`src/apfbd_pkg.sv`:
```
package apfbd_pkg;

  // Default build parameters of the detector.
  localparam int unsigned TIMER_BITS_DEF  = 16;
  localparam int unsigned MAX_SAMPLES_DEF = 63;

  // Fixed field widths.
  localparam int unsigned TGT_W   = 6;
  localparam int unsigned NUM_W   = 22;
  localparam int unsigned BAND_W  = 16;
  localparam int unsigned FIELD_W = 16;
  localparam int unsigned CMP_W   = 8;
  localparam int unsigned CFG_IDX_W  = 8;
  localparam int unsigned CFG_DATA_W = NUM_W;

  // Register indexes on the configuration port.
  localparam logic [CFG_IDX_W-1:0] REG_SAMPLE_TARGET  = 8'd0;
  localparam logic [CFG_IDX_W-1:0] REG_FREQ_NUMERATOR = 8'd1;
  localparam logic [CFG_IDX_W-1:0] REG_BAND_LOW       = 8'd2;
  localparam logic [CFG_IDX_W-1:0] REG_BAND_HIGH      = 8'd3;

  // Register reset values.
  localparam logic [TGT_W-1:0]  SAMPLE_TARGET_RST  = 6'd30;
  localparam logic [NUM_W-1:0]  FREQ_NUMERATOR_RST = 22'd99990;
  localparam logic [BAND_W-1:0] BAND_LOW_RST       = 16'd200;
  localparam logic [BAND_W-1:0] BAND_HIGH_RST      = 16'd260;

  localparam logic [FIELD_W-1:0] FIELD_MAX = 16'hFFFF;

  typedef enum logic [2:0] {
    ST_IDLE,
    ST_DIV_MEAN,
    ST_SETUP_FREQ,
    ST_DIV_FREQ,
    ST_FINISH
  } state_e;

endpackage

```
`src/averaged_period_frequency_band_detector_top.sv`:
```
// Averaged-period frequency band detector.
//
// The input stream carries one timer capture per rising edge of the measured
// signal. The first item of a burst only sets the reference time; each later
// item adds the wrapped edge-to-edge period to a running sum. When the number
// of periods reaches sample_target, a shared restoring divider first forms the
// mean period (sum / count) and then the frequency (freq_numerator / mean).
// One result item is then presented on the output stream with the band flags.
//
// Items that do not complete a measurement leave the block idle and ready for
// the next item. The item that completes one keeps the input not ready through
// the mean division, the setup state, the frequency division (skipped when the
// mean period is zero) and the finish state; its result item becomes valid as
// the block returns to idle. Each division runs one quotient bit per cycle through
// the single subtract-and-compare unit, DIV_W = max(TIMER_BITS + count bits, 22).
// The output register holds a result until the receiver takes it; a stalled
// receiver only holds the block in its final state once the next result is
// ready. Configuration writes are always taken and should be made while idle.
// Reset returns the registers to their defaults and the block to idle with no
// burst in progress and no result pending.
module averaged_period_frequency_band_detector_top
  import apfbd_pkg::*;
#(
  parameter int unsigned TIMER_BITS  = TIMER_BITS_DEF,
  parameter int unsigned MAX_SAMPLES = MAX_SAMPLES_DEF,
  localparam int unsigned IN_W = ((TIMER_BITS + 7) / 8) * 8
) (
  input  logic                  clk_i,
  input  logic                  rst_ni,
  // Configuration write channel.
  input  logic                  cfg_valid_i,
  output logic                  cfg_ready_o,
  input  logic [CFG_IDX_W-1:0]  cfg_index_i,
  input  logic [CFG_DATA_W-1:0] cfg_data_i,
  // Input stream.
  input  logic                  s_axis_tvalid,
  output logic                  s_axis_tready,
  input  logic [IN_W-1:0]       s_axis_tdata,  // capture_time
  // Output stream.
  output logic                  m_axis_tvalid,
  input  logic                  m_axis_tready,
  output logic [31:0]           m_axis_tdata,  // mean_period, frequency
  output logic [1:0]            m_axis_tuser   // in_band, invalid_period
);

  localparam int unsigned CNT_W  = $clog2(MAX_SAMPLES + 1);
  localparam int unsigned SUM_W  = TIMER_BITS + CNT_W;
  localparam int unsigned DIV_W  = (SUM_W > NUM_W) ? SUM_W : NUM_W;
  localparam int unsigned STEP_W = $clog2(DIV_W + 1);
  localparam logic [CMP_W-1:0] MAX_TGT = CMP_W'(MAX_SAMPLES);

  state_e state_q, state_d;

  logic [TGT_W-1:0]      sample_target_q, sample_target_d;
  logic [NUM_W-1:0]      freq_numerator_q, freq_numerator_d;
  logic [BAND_W-1:0]     band_low_q, band_low_d;
  logic [BAND_W-1:0]     band_high_q, band_high_d;

  logic [TIMER_BITS-1:0] last_capture_q, last_capture_d;
  logic                  collecting_q, collecting_d;
  logic [SUM_W-1:0]      period_sum_q, period_sum_d;
  logic [CNT_W-1:0]      period_count_q, period_count_d;

  logic [TIMER_BITS-1:0] rem_q, rem_d;
  logic [DIV_W-1:0]      quo_q, quo_d;
  logic [TIMER_BITS-1:0] divisor_q, divisor_d;
  logic [STEP_W-1:0]     step_q, step_d;

  logic [FIELD_W-1:0]    mean_out_q, mean_out_d;
  logic                  mean_zero_q, mean_zero_d;

  logic                  out_valid_q, out_valid_d;
  logic [FIELD_W-1:0]    out_mean_q, out_mean_d;
  logic [FIELD_W-1:0]    out_freq_q, out_freq_d;
  logic                  out_in_band_q, out_in_band_d;
  logic                  out_invalid_q, out_invalid_d;

  logic                  in_fire;
  logic                  out_free;
  logic [TIMER_BITS-1:0] now;
  logic [TIMER_BITS-1:0] period;
  logic [SUM_W-1:0]      sum_new;
  logic [CNT_W-1:0]      count_new;
  logic [CMP_W-1:0]      target;
  logic                  burst_done;
  logic                  div_last;

  // Shared divider step.
  logic [TIMER_BITS:0]   rem_sh;
  logic                  rem_ge;
  logic [TIMER_BITS:0]   rem_sub;

  // Frequency result decode.
  logic                  freq_big;
  logic [FIELD_W-1:0]    freq_val;
  logic                  freq_invalid;

  assign cfg_ready_o   = 1'b1;
  assign s_axis_tready = (state_q == ST_IDLE);
  assign in_fire       = s_axis_tvalid && s_axis_tready;
  assign out_free      = !out_valid_q || m_axis_tready;

  assign now       = s_axis_tdata[TIMER_BITS-1:0];
  assign period    = now - last_capture_q;
  assign sum_new   = period_sum_q + SUM_W'(period);
  assign count_new = period_count_q + CNT_W'(1);

  always_comb begin
    target = CMP_W'(sample_target_q);
    if (target == '0) begin
      target = CMP_W'(1);
    end
    if (target > MAX_TGT) begin
      target = MAX_TGT;
    end
  end

  assign burst_done = collecting_q && (CMP_W'(count_new) >= target);
  assign div_last   = (step_q == STEP_W'(DIV_W - 1));

  assign rem_sh  = {rem_q, quo_q[DIV_W-1]};
  assign rem_ge  = rem_sh >= {1'b0, divisor_q};
  assign rem_sub = rem_sh - {1'b0, divisor_q};

  assign freq_big     = |quo_q[DIV_W-1:FIELD_W];
  assign freq_val     = freq_big ? FIELD_MAX : quo_q[FIELD_W-1:0];
  assign freq_invalid = mean_zero_q || freq_big;

  // Next state.
  always_comb begin
    state_d = state_q;
    unique case (state_q)
      ST_IDLE: begin
        if (in_fire && burst_done) begin
          state_d = ST_DIV_MEAN;
        end
      end
      ST_DIV_MEAN: begin
        if (div_last) begin
          state_d = ST_SETUP_FREQ;
        end
      end
      ST_SETUP_FREQ: begin
        state_d = (quo_q == '0) ? ST_FINISH : ST_DIV_FREQ;
      end
      ST_DIV_FREQ: begin
        if (div_last) begin
          state_d = ST_FINISH;
        end
      end
      ST_FINISH: begin
        if (out_free) begin
          state_d = ST_IDLE;
        end
      end
      default: state_d = ST_IDLE;
    endcase
  end

  // Datapath and outputs.
  always_comb begin
    sample_target_d  = sample_target_q;
    freq_numerator_d = freq_numerator_q;
    band_low_d       = band_low_q;
    band_high_d      = band_high_q;
    last_capture_d   = last_capture_q;
    collecting_d     = collecting_q;
    period_sum_d     = period_sum_q;
    period_count_d   = period_count_q;
    rem_d            = rem_q;
    quo_d            = quo_q;
    divisor_d        = divisor_q;
    step_d           = step_q;
    mean_out_d       = mean_out_q;
    mean_zero_d      = mean_zero_q;
    out_valid_d      = out_valid_q && !m_axis_tready;
    out_mean_d       = out_mean_q;
    out_freq_d       = out_freq_q;
    out_in_band_d    = out_in_band_q;
    out_invalid_d    = out_invalid_q;

    if (cfg_valid_i) begin
      unique case (cfg_index_i)
        REG_SAMPLE_TARGET:  sample_target_d  = cfg_data_i[TGT_W-1:0];
        REG_FREQ_NUMERATOR: freq_numerator_d = cfg_data_i[NUM_W-1:0];
        REG_BAND_LOW:       band_low_d       = cfg_data_i[BAND_W-1:0];
        REG_BAND_HIGH:      band_high_d      = cfg_data_i[BAND_W-1:0];
        default: ;
      endcase
    end

    unique case (state_q) inside
      ST_IDLE: begin
        if (in_fire) begin
          last_capture_d = now;
          if (!collecting_q) begin
            collecting_d   = 1'b1;
            period_sum_d   = '0;
            period_count_d = '0;
          end else if (burst_done) begin
            collecting_d   = 1'b0;
            period_sum_d   = '0;
            period_count_d = '0;
            rem_d          = '0;
            quo_d          = DIV_W'(sum_new);
            divisor_d      = TIMER_BITS'(count_new);
            step_d         = '0;
          end else begin
            period_sum_d   = sum_new;
            period_count_d = count_new;
          end
        end
      end
      ST_DIV_MEAN, ST_DIV_FREQ: begin
        rem_d  = rem_ge ? rem_sub[TIMER_BITS-1:0] : rem_sh[TIMER_BITS-1:0];
        quo_d  = {quo_q[DIV_W-2:0], rem_ge};
        step_d = step_q + STEP_W'(1);
      end
      ST_SETUP_FREQ: begin
        // The mean fits the timer width, since every period does.
        mean_out_d  = freq_big ? FIELD_MAX : quo_q[FIELD_W-1:0];
        mean_zero_d = (quo_q == '0);
        divisor_d   = quo_q[TIMER_BITS-1:0];
        rem_d       = '0;
        quo_d       = DIV_W'(freq_numerator_q);
        step_d      = '0;
      end
      ST_FINISH: begin
        if (out_free) begin
          out_valid_d   = 1'b1;
          out_mean_d    = mean_out_q;
          out_freq_d    = mean_zero_q ? FIELD_MAX : freq_val;
          out_invalid_d = freq_invalid;
          out_in_band_d = !freq_invalid && (freq_val > band_low_q)
                          && (freq_val < band_high_q);
        end
      end
      default: ;
    endcase
  end

  always_ff @(posedge clk_i or negedge rst_ni) begin
    if (!rst_ni) begin
      state_q          <= ST_IDLE;
      sample_target_q  <= SAMPLE_TARGET_RST;
      freq_numerator_q <= FREQ_NUMERATOR_RST;
      band_low_q       <= BAND_LOW_RST;
      band_high_q      <= BAND_HIGH_RST;
      last_capture_q   <= '0;
      collecting_q     <= 1'b0;
      period_sum_q     <= '0;
      period_count_q   <= '0;
      step_q           <= '0;
      out_valid_q      <= 1'b0;
    end else begin
      state_q          <= state_d;
      sample_target_q  <= sample_target_d;
      freq_numerator_q <= freq_numerator_d;
      band_low_q       <= band_low_d;
      band_high_q      <= band_high_d;
      last_capture_q   <= last_capture_d;
      collecting_q     <= collecting_d;
      period_sum_q     <= period_sum_d;
      period_count_q   <= period_count_d;
      step_q           <= step_d;
      out_valid_q      <= out_valid_d;
    end
  end

  always_ff @(posedge clk_i) begin
    rem_q         <= rem_d;
    quo_q         <= quo_d;
    divisor_q     <= divisor_d;
    mean_out_q    <= mean_out_d;
    mean_zero_q   <= mean_zero_d;
    out_mean_q    <= out_mean_d;
    out_freq_q    <= out_freq_d;
    out_in_band_q <= out_in_band_d;
    out_invalid_q <= out_invalid_d;
  end

  assign m_axis_tvalid = out_valid_q;
  assign m_axis_tdata  = {out_freq_q, out_mean_q};
  assign m_axis_tuser  = {out_invalid_q, out_in_band_q};

`ifndef SYNTHESIS
  a_flags_exclusive: assert property (@(posedge clk_i) disable iff (!rst_ni)
    m_axis_tvalid |-> !(m_axis_tuser[0] && m_axis_tuser[1]))
    else $error("in_band and invalid_period both set");

  a_invalid_saturates: assert property (@(posedge clk_i) disable iff (!rst_ni)
    (m_axis_tvalid && m_axis_tuser[1]) |-> (m_axis_tdata[31:16] == FIELD_MAX))
    else $error("invalid result without saturated frequency");

  a_count_bound: assert property (@(posedge clk_i) disable iff (!rst_ni)
    CMP_W'(period_count_q) < MAX_TGT)
    else $error("period count reached the sample limit without finishing");

  a_div_step_bound: assert property (@(posedge clk_i) disable iff (!rst_ni)
    (state_q == ST_DIV_MEAN || state_q == ST_DIV_FREQ) |-> (step_q < STEP_W'(DIV_W)))
    else $error("divider ran past its last step");
`endif

endmodule
```
`config.mk`:
```
export PLATFORM = sky130hd
export DESIGN_NAME = averaged_period_frequency_band_detector_top
export DESIGN_NICKNAME = d
export VERILOG_FILES = /design/src/apfbd_pkg.sv /design/src/averaged_period_frequency_band_detector_top.sv
export SDC_FILE = /design/constraint.sdc
export NUM_CORES = 1
export LEC_CHECK = 0
export BUFFER_PORTS_ARGS = -buffer_cell sky130_fd_sc_hd__buf_2
export CAP_MARGIN = 20
export CORE_MARGIN = 8
export CORE_UTILIZATION = 60
export DETAILED_ROUTE_END_ITERATION = 10
export GPL_ROUTABILITY_DRIVEN = 0
export PLACE_DENSITY = 0.79
export REMOVE_ABC_BUFFERS = 1
export SETUP_SLACK_MARGIN = 0.15
export SYNTH_ARGS = -nofsm -noshare
export SYNTH_HDL_FRONTEND = slang
export SYNTH_SLANG_ARGS = --single-unit
```
`constraint.sdc`:
```
create_clock -name clk_i -period 17.85 [get_ports clk_i]
set_clock_uncertainty 0.2 [all_clocks]
set_input_delay 1.785 -clock clk_i [delete_from_list [all_inputs] [get_ports clk_i]]
set_output_delay 1.785 -clock clk_i [all_outputs]
set_load 0.03 [all_outputs]
```
After elaboration in Yosys (flattened, before gate mapping)
Cells that the tools add are included.
{ "op_classes": {"reduce_logical": 28, "n_eq_ne": 15, "n_addsub": 5, "muxes": 34, "magnitude_cmp": 5} }
{ "op_table": {"columns": ["op", "n"], "rows": [
  ["16-bit two-way mux", 8],
  ["22-bit two-way mux", 5],
  ["22-bit case mux with 3 select lines", 1],
  ["16-bit case mux with 3 select lines", 1],
  ["16-bit case mux with 2 select lines", 1],
  ["16-bit subtractor", 2],
  ["6-bit two-way mux", 4],
  ["22-bit by 16-bit adder with 22-bit output", 1],
  ["22-bit logical NOT", 1],
  ["17-bit by 16-bit greater-or-equal comparator with 1-bit output", 1],
  ["8-bit by 2-bit equality test with 1-bit output, second input constant", 2],
  ["16-bit greater-than comparator", 1],
  ["16-bit less-than comparator", 1],
  ["3-bit two-way mux", 5],
  ["5-bit two-way mux", 3],
  ["3-bit case mux with 5 select lines", 1],
  ["5-bit case mux with 3 select lines", 1],
  ["2-bit AND reduction", 6],
  ["4-bit AND reduction", 3],
  ["8-bit by 1-bit equality test with 1-bit output, second input constant", 1],
  ["6-bit by 8-bit greater-or-equal comparator with 1-bit output", 1],
  ["8-bit by 6-bit greater-than comparator with 1-bit output, second input constant", 1],
  ["8-bit logical NOT", 1],
  ["2-bit by 1-bit inequality test with 1-bit output, second input constant", 4],
  ["other kinds (17)", 31]
]} }
{ "totals": {"regBits": 219, "input_bits": 51, "word_cells": 107} }

Logic depth before layout (Yosys ltp)
Gate-level depths: netlist of the first run.
{ "logic_depth": {"ltp_word": 10, "mapped_depth": 20} }

Worst setup path after synthesis of the first run
Ideal clock, no wire load.
{ "synth_timing": {"path_kind": "input to register", "start": "input s_axis_tvalid", "end": "register step_q[3]", "path_slack_ns": 11.824, "arrival_time_ns": 5.633, "stages": 5, "path_cell_list": "nand2_1 > a221oi_1 > nand4_1 > xor2_1 > nor2_1"} }
{ "synth_between": {"elab_chain_len": 3} }
{ "synth_rtl": {"columns": ["item", "line_no", "text"], "rows": [
  ["start: declaration", "averaged_period_frequency_band_detector_top.sv:36", "input logic s_axis_tvalid,"],
  ["1-bit logical AND", "averaged_period_frequency_band_detector_top.sv:100", "assign in_fire = s_axis_tvalid && s_axis_tready;"],
  ["2-bit by 1-bit inequality test with 1-bit output (no source line)", null, null],
  ["4-bit AND reduction (no source line)", null, null],
  ["end signal: assignment", "averaged_period_frequency_band_detector_top.sv:265", "step_q <= step_d;"],
  ["end: declaration", "averaged_period_frequency_band_detector_top.sv:67", "logic [STEP_W-1:0] step_q, step_d;"]
]} }
No other way between the ends.
A chain may end at the register's enable or synchronous reset.

Worst setup path after layout of the first run
{ "layout_timing": {"start": "input s_axis_tdata[0]", "end": "register quo_q[18], data pin"} }
{ "layout_between": {"elab_chain_len": 6} }
{ "layout_rtl": {"columns": ["item", "line_no", "text"], "rows": [
  ["start: declaration", "averaged_period_frequency_band_detector_top.sv:38", "input logic [IN_W-1:0] s_axis_tdata,"],
  ["16-bit subtractor", "averaged_period_frequency_band_detector_top.sv:104", "assign period = now - last_capture_q;"],
  ["22-bit by 16-bit adder with 22-bit output", "averaged_period_frequency_band_detector_top.sv:105", "assign sum_new = period_sum_q + SUM_W'(period);"],
  ["22-bit two-way mux", "averaged_period_frequency_band_detector_top.sv:200", "end else if (burst_done) begin"],
  ["22-bit two-way mux", "averaged_period_frequency_band_detector_top.sv:196", "if (!collecting_q) begin"],
  ["22-bit two-way mux", "averaged_period_frequency_band_detector_top.sv:194", "if (in_fire) begin"],
  ["22-bit case mux with 3 select lines", "averaged_period_frequency_band_detector_top.sv:192", "unique case (state_q) inside"],
  ["named net quo_d[18]", "averaged_period_frequency_band_detector_top.sv:65", "logic [DIV_W-1:0] quo_q, quo_d;"],
  ["end signal: assignment", "averaged_period_frequency_band_detector_top.sv:272", "quo_q <= quo_d;"],
  ["end: declaration", "averaged_period_frequency_band_detector_top.sv:65", null]
]} }
The timed path passes the listed nets, and every way through them passes these cells. The select of a mux whose other input is x is not followed.

==> results.md, run 1 <==
- Dominant cells by area after synthesis: edfxtp_1 26%, dfrtp_1 20%, ha_1 8.9%
- CP arrival: 5.41 ns
- Mapped cell area: 12330 um^2
- Top-area cell type share of the netlist area: 0.2558
- Placed insts: 1451
- Critical path depth: 19
- Vias in the first global route: 9043
- Total CTS buffers: 24
- Nets: 1349
- # clock sinks: 219
- Remaining Overflow, GRT: 0
- Yosys reg bits: 219
- Drt drc: 0
- CTS tree: yes
- # H-tree levels: 1
- Max_slew headroom: 0.2238
- Routed wire length: 28450 um
- Period Utilization, post-route: 0.3022
- Clock transition at path regs: 0.06 ns
- Total of max-cap violations: 0
- Die area: 25380 um^2
- Longest Clk Path Bufs: 3
- Layout cell share with drive strength beyond 1: 0.1976
- DR vias: 8872
- Maximum fanout along the worst path: 7
- I/O Pins: 88
- Leakage: 6.160 nW
- Hold/Removal Path Class: reg -> reg
- Post-synth EDFFs: 105
- Final HPWL DP: 20360 um
- RSZ-0062 raised after global routing: false
- Seq/Total Area, Yosys: 0.4890
- R2R cell count: 17
- Synth area leader: edfxtp_1
- Initial cell density of the core: 0.6111
- Antenna violations before repair: 0
- Die H: 159.3 um
- Crit path time final: 5.394 ns
- Worst path slowest cell: fa_1
- CP Class: in -> reg
- # rows: 52
- Mean Syn Cell Area: 10.92 um^2
- VDD IR max: 0.09509 mV
- Status: completed
- Critical path cell sequence: buf_2 -> inv_1 -> ha_1 -> fa_1 -> nor2b_1 -> o21ai_0 -> a21o_1 -> a221o_1 -> nand2b_1 -> a21o_1 -> a21oi_1 -> xnor2_1 -> ha_1 -> nand4_1 -> nor2_1 -> nand4_1 -> o21ai_0 -> xnor2_1 -> o22ai_1
- Post-CTS Setup Bufs: 0
- Max Freq: 185.4 MHz
- Routed WL per cell: 19.03 um
- Fin Setup TNS: 0 ns
- Clock latency at the later pin of the worst-skew pair: 0.52 ns
- Width of the chip: 159.3 um
- Post-route design area: 13840 um^2
- Placed cell areas: 12990 um^2
- Finished Layout Cells: 1495
- Post-synth ARST share: 0.5205
- Final hold violations: 0
- P&R area growth vs syn: 12.32%
- Endpoints failing setup: 0
- Pin count of the biggest net entering global routing: 64
- Synth unique cells: 76
- Hold Buf Count CTS: 0
- Worst hold stages: 0
- Worst slew pin tran: 1.164 ns
- Cell Pwr Density: 124.4 nW/um^2
- First DRT Iteration DRCs: 784
- ANT cells: 0
- CP endpoint kind: register
- CTS resizes: 0
- 1st-pass router iterations: 6
- Post-Synthesis Cells: 1129
- CP top delay family: compound AO/OA/AOI/OAI gates
- GRT Util Overall: 0.2219
- Critical Path Start Type: input pin
- Post-synth top flop: edfxtp_1
- CP max stage delay: 0.44 ns
- Routed Antenna Nets: 0
- Synth Warn #: 0
- Clk root buf: clkbuf_16
- Hold Startpoint: mean_out_q[15]$_DFFE_PP_
- Max Slew Vio Count: 0
- CP required: 17.87 ns
- Reg2reg start: last_capture_q[0]$_DFFE_PN0P_
- Core footprint: 20170 um^2
- Worst Path Buf+Inv: 2
- Wire length of the first global-routing pass: 46220 um
- Port Buf Inserts: 86
- Via density: 5.934
- Crit path from: s_axis_tdata[0]
- Hold WS: 0.2165 ns
-- layer usage --
layer | vias up | routed length, um | track usage
met2 | 293 | 14320 | 0.3922
li1 | 4190 | - | -
met1 | 4329 | 11600 | 0.2699
met4 | 0 | 773 | 0.07547
met5 | - | 0 | 0
met3 | 60 | 1755 | 0.03775
-- metrics by stage --
step	setup WS [ns]	power, W	utilization
after global routing	12.23	0.001814	0.6864
final	12.46	0.001723	0.6864
after detailed placement	12.07	0.001190	0.6442
after floorplan	11.82	0.001044	-
after CTS	12.51	0.001722	0.6864
after global placement	12.17	0.001169	0.6421
-- flip-flops by register name (all words and copies together), names as in the netlist, 3 cells and up --
register,cells
freq_numerator_q,22
quo_q,22
sample_target_q,6
out_freq_q,16
band_high_q,16
rem_q,16
band_low_q,16
divisor_q,16
step_q,5
state_q,3
period_count_q,6
mean_out_q,16
last_capture_q,16
period_sum_q,22
out_mean_q,16
-- layout by cell type (no fill, tap or decap), types with 17 or more instances in the layout --
cell type,count
a21o_1,21
a21oi_1,64
buf_2,85
clkbuf_16,24
dfrtp_1,97
dfstp_2,17
edfxtp_1,105
ha_1,88
inv_1,96
mux2_4,40
nand2_1,75
nand3_1,21
nor2_1,76
nor2b_1,17
o21ai_0,76
or2_2,17
or3_1,18
xnor2_1,27
xor2_1,24
-- cell usage after synthesis (12+ instances only) --
master / count
edfxtp_1: 105
dfrtp_1: 97
inv_1: 96
ha_1: 88
nor2_1: 76
o21ai_0: 76
nand2_1: 75
a21oi_1: 64
mux2_4: 40
xnor2_1: 27
clkbuf_1: 26
xor2_1: 24
a21o_1: 21
nand3_1: 21
nor2b_1: 18
or3_1: 18
dfstp_2: 17
or2_2: 17
a22o_1: 16
nand2b_1: 16
nand4_1: 16
mux2_2: 15
a22oi_1: 12
nor3_1: 12
-- worst paths after layout --
kind	endpoint	slack, ns
max	quo_q[18]$_DFFE_PP_	12.46
min	out_mean_q[15]$_DFFE_PP_	0.22
max reg2reg	quo_q[18]$_DFFE_PP_	13.46
min reg2reg	out_mean_q[15]$_DFFE_PP_	0.22
max in group asynchronous	step_q[1]$_DFFE_PN0P_	15.04
min in group asynchronous	last_capture_q[6]$_DFFE_PN0P_	1.11
-- final cells by class --
cell class | count | area, um^2
Clock buffer | 30 | 643.1
Fill cell | 1470 | 6325
Inverter | 97 | 364.1
Tap cell | 270 | 337.8
Sequential cell | 219 | 6027
Clock inverter | 14 | 207.7
Timing Repair Buffer | 96 | 535.5
Multi-Input combinational cell | 769 | 5729
-- logic make-up (layout without fill, tap and decap cells) --
family | Yosys count | in the layout | share of synthesized area
AOI/OAI and AO/OA | 251 | 251 | 0.1290
xor gates and xnor gates | 51 | 51 | 0.03624
adders and majority gates | 91 | 91 | 0.09420
buffers and inverters | 141 | 237 | 0.04822
DFF | 219 | 219 | 0.4890
muxes | 65 | 65 | 0.07055
other | 1 | 1 | 0.0003042
and+or+nand+nor | 310 | 310 | 0.1325
-- where the power goes --
group	leakage (nW)	switching [W]	internal [W]
logic	3.36	0.000322	0.000233
registers	2.38	0.0000376	0.000601
clock network	0.420	0.000201	0.000329
total	6.16	0.000560	0.00116
(Power assumes the default switching activity.)
==> run 2: changes to the inputs <==
--- a/config.mk
+++ b/config.mk
@@ -8,10 +8,10 @@
 export BUFFER_PORTS_ARGS = -buffer_cell sky130_fd_sc_hd__buf_2
 export CAP_MARGIN = 20
 export CORE_MARGIN = 8
-export CORE_UTILIZATION = 60
+export CORE_UTILIZATION = 55
 export DETAILED_ROUTE_END_ITERATION = 10
 export GPL_ROUTABILITY_DRIVEN = 0
-export PLACE_DENSITY = 0.79
+export PLACE_DENSITY = 0.77
 export REMOVE_ABC_BUFFERS = 1
 export SETUP_SLACK_MARGIN = 0.15
 export SYNTH_ARGS = -nofsm -noshare
==> constraint.sdc (replaced) <==
create_clock -name clk_i -period 4.6 [get_ports clk_i]
set_clock_uncertainty 0.2 [all_clocks]
set_input_delay 0.46 -clock clk_i [delete_from_list [all_inputs] [get_ports clk_i]]
set_output_delay 0.46 -clock clk_i [all_outputs]
set_load 0.03 [all_outputs]
==> results.md, run 2 (synthesis gave the netlist of run 1 again) <==
- Status: completed
- Clock transition at path regs: 0.07 ns (about the same)
- Seq pwr share: 0.372 (about the same)
- Routed WL per cell: 19.53 um (+2.6%)
- Total Power: 0.006688 W (+290%)
- DR vias: 9043 (+1.9%)
- Worst Path Buf+Inv: 2 (unchanged)
- Routed Antenna Nets: 0 (unchanged)
- Combinational share of power: 0.338 (+0.016)
- # clock sinks: 219 (unchanged)
- CP max stage delay: 0.54 ns (+0.10 ns)
- NetSw: 0.002242 W (+300%)
- I/O Pins: 88 (unchanged)
- Part of the power in the clock network: 0.290 (-0.017)
- Most frequent cells in the layout: 105 x edfxtp_1, 97 x dfrtp_1, 96 x inv_1
- 1st-pass router iterations: 5 (-1)
- RSZ-0062 raised after global routing: false
- Nets: 1379 (+2.2%)
- CP endpoint kind: register
- Int Power: 0.004446 W (+280%)
- Antenna violations before repair: 0 (unchanged)
- Layout cell share with drive strength beyond 1: 0.2049 (+0.007393)
- Clk root buf: clkbuf_16
- Max_slew headroom: 0.3050 (+0.08125)
- CP top delay family: compound AO/OA/AOI/OAI gates
- Total CTS buffers: 24 (unchanged)
- Clock latency at the later pin of the worst-skew pair: 0.53 ns (about the same)
- VDD IR max: 0.3012 mV (+220%)
- ANT cells: 0 (unchanged)
- P&R area growth vs syn: 14.52%
- Critical path cell sequence: dlygate4sd3_1 -> buf_2 -> ha_1 -> or4_1 -> o21ai_1 -> o211a_1 -> a31oi_1 -> xor2_1 -> ha_1 -> a21oi_2 -> o21bai_1 -> a211o_1 -> o21bai_2 -> xnor2_1 -> o21ai_0
- Final hold violations: 0 (unchanged)
- Vias in the first global route: 9265 (+2.5%)
- CP Class: in -> reg
- Leakage: 6.257 nW (+1.6%)
- Remaining Overflow, GRT: 0 (unchanged)
- Width of the chip: 165.7 um (+4.0%)
- CP arrival: 4.32 ns (-1.09 ns)
- GRT Util Overall: 0.2133 (-0.008570)
- Final HPWL DP: 21320 um (+4.7%)
- Via density: 5.895 (-0.66%)
- Largest registers: freq_numerator_q (22), period_sum_q (22), quo_q (22)
- Maximum fanout along the worst path: 7 (unchanged)
- Cell Pwr Density: 473.8 nW/um^2 (+280%)
- Worst slew pin tran: 1.039 ns (-0.1257 ns)
- Pin count of the biggest net entering global routing: 44 (-31%)
- Wire length of the first global-routing pass: 48890 um (+5.8%)
- Port Buf Inserts: 86 (unchanged)
- Period Utilization, post-route: 0.9353
- Drt drc: 0 (unchanged)
- Max Slew Vio Count: 0 (unchanged)
- Max Freq: 232.4 MHz
- CP required: 4.62 ns (-13.25 ns)
- Total of max-cap violations: 0 (unchanged)
- Die H: 165.7 um (+4.0%)
- Routed wire length: 29960 um (+5.3%)
- Fin util: 0.6448 (-0.04164)
- Critical Path Start Type: input pin
- Core footprint: 21890 um^2 (+8.5%)
- Most common cell after layout, fill and taps aside: edfxtp_1
- Hold/Removal Path Class: in -> reg
- CTS tree: yes
- # rows: 54 (+3.8%)
- # H-tree levels: 1 (unchanged)
- Endpoints failing setup: 0 (unchanged)
- Worst path slowest cell: dlygate4sd3_1
- Sw Share: 0.3352 (+0.01011)
- Longest Clk Path Bufs: 3 (unchanged)
- First DRT Iteration DRCs: 752 (-4.1%)
- Initial cell density of the core: 0.5630 (-0.04806)
- Most repeated library cell on the critical path: ha_1
- Crit path time final: 4.303 ns
- Die area: 27460 um^2 (+8.2%)
==> run 2: worst paths after layout <==
| kind | startpoint | end | slack, ns | cells past startpoint |
|---|---|---|---|---|
| max in group asynchronous | rst_ni | last_capture_q[9]$_DFFE_PN0P_ | 2.94 | 3 |
| min in group asynchronous | rst_ni | band_high_q[9]$_DFFE_PN0P_ | 0.28 | 2 |
| worst max-delay path | s_axis_tdata[4] | quo_q[16]$_DFFE_PP_ | 0.30 | 15 |
| worst max register to register | last_capture_q[0]$_DFFE_PN0P_ | quo_q[16]$_DFFE_PP_ | 0.50 | 17 |
| worst min register to register | mean_out_q[0]$_DFFE_PP_ | out_mean_q[0]$_DFFE_PP_ | 0.22 | 0 |
| worst min-delay path | cfg_data_i[12] | freq_numerator_q[12]$_DFFE_PN0P_ | 0.01 | 2 |
==> run 2: stage by stage <==
stage               hold slack (ns)  setup WS, ns  std cells  area [um^2]  TNS (ns)
floorplan                  -0.03559        -1.130       1085        12100    -36.45
global placement             0.2026        0.2592       1464        13010         0
detailed placement           0.2045        0.1818       1464        13010         0
CTS                       0.0006766        0.2627       1530        14040         0
global route               0.003666        0.1593       1534        14110         0
finish                      0.01128        0.2975       1534        14110         0
==> run 2: layer usage <==
metal | global-route usage | wire [um]
met1 | 0.2768 | 12980
met2 | 0.3653 | 14500
met3 | 0.02721 | 1633
met4 | 0.06505 | 839
met5 | 0 | 0
==> run 2: what timing repair did <==
item                                    in CTS  in global routing
endpoints found under the setup margin       0                 18
resized for setup                            0                 18
endpoints found under the hold margin       55                  1
setup buffers                                0                  3
hold buffers                                23                  1
==> run 2: power by group through the flow <==
| stage | logic [W] | registers [W] | clock network [W] |
|---|---|---|---|
| 2_1_floorplan | 0.00158 | 0.00247 | 0 |
| 3_3_place_gp | 0.00205 | 0.00250 | 0 |
| 3_5_place_dp | 0.00214 | 0.00251 | 0 |
| 4_1_cts | 0.00217 | 0.00248 | 0.00196 |
| 5_1_grt | 0.00249 | 0.00250 | 0.00205 |
| 6_report | 0.00226 | 0.00248 | 0.00194 |
==> run 2: area by class of cell <==
class	count	area [um^2]
Clock buffer	33	685.7
Fill cell	1718	7776
Clock inverter	10	112.6
Timing Repair Buffer	126	805.8
Tap cell	280	350.3
Multi-Input combinational cell	769	5769
Sequential cell	219	6027
Inverter	97	364.1
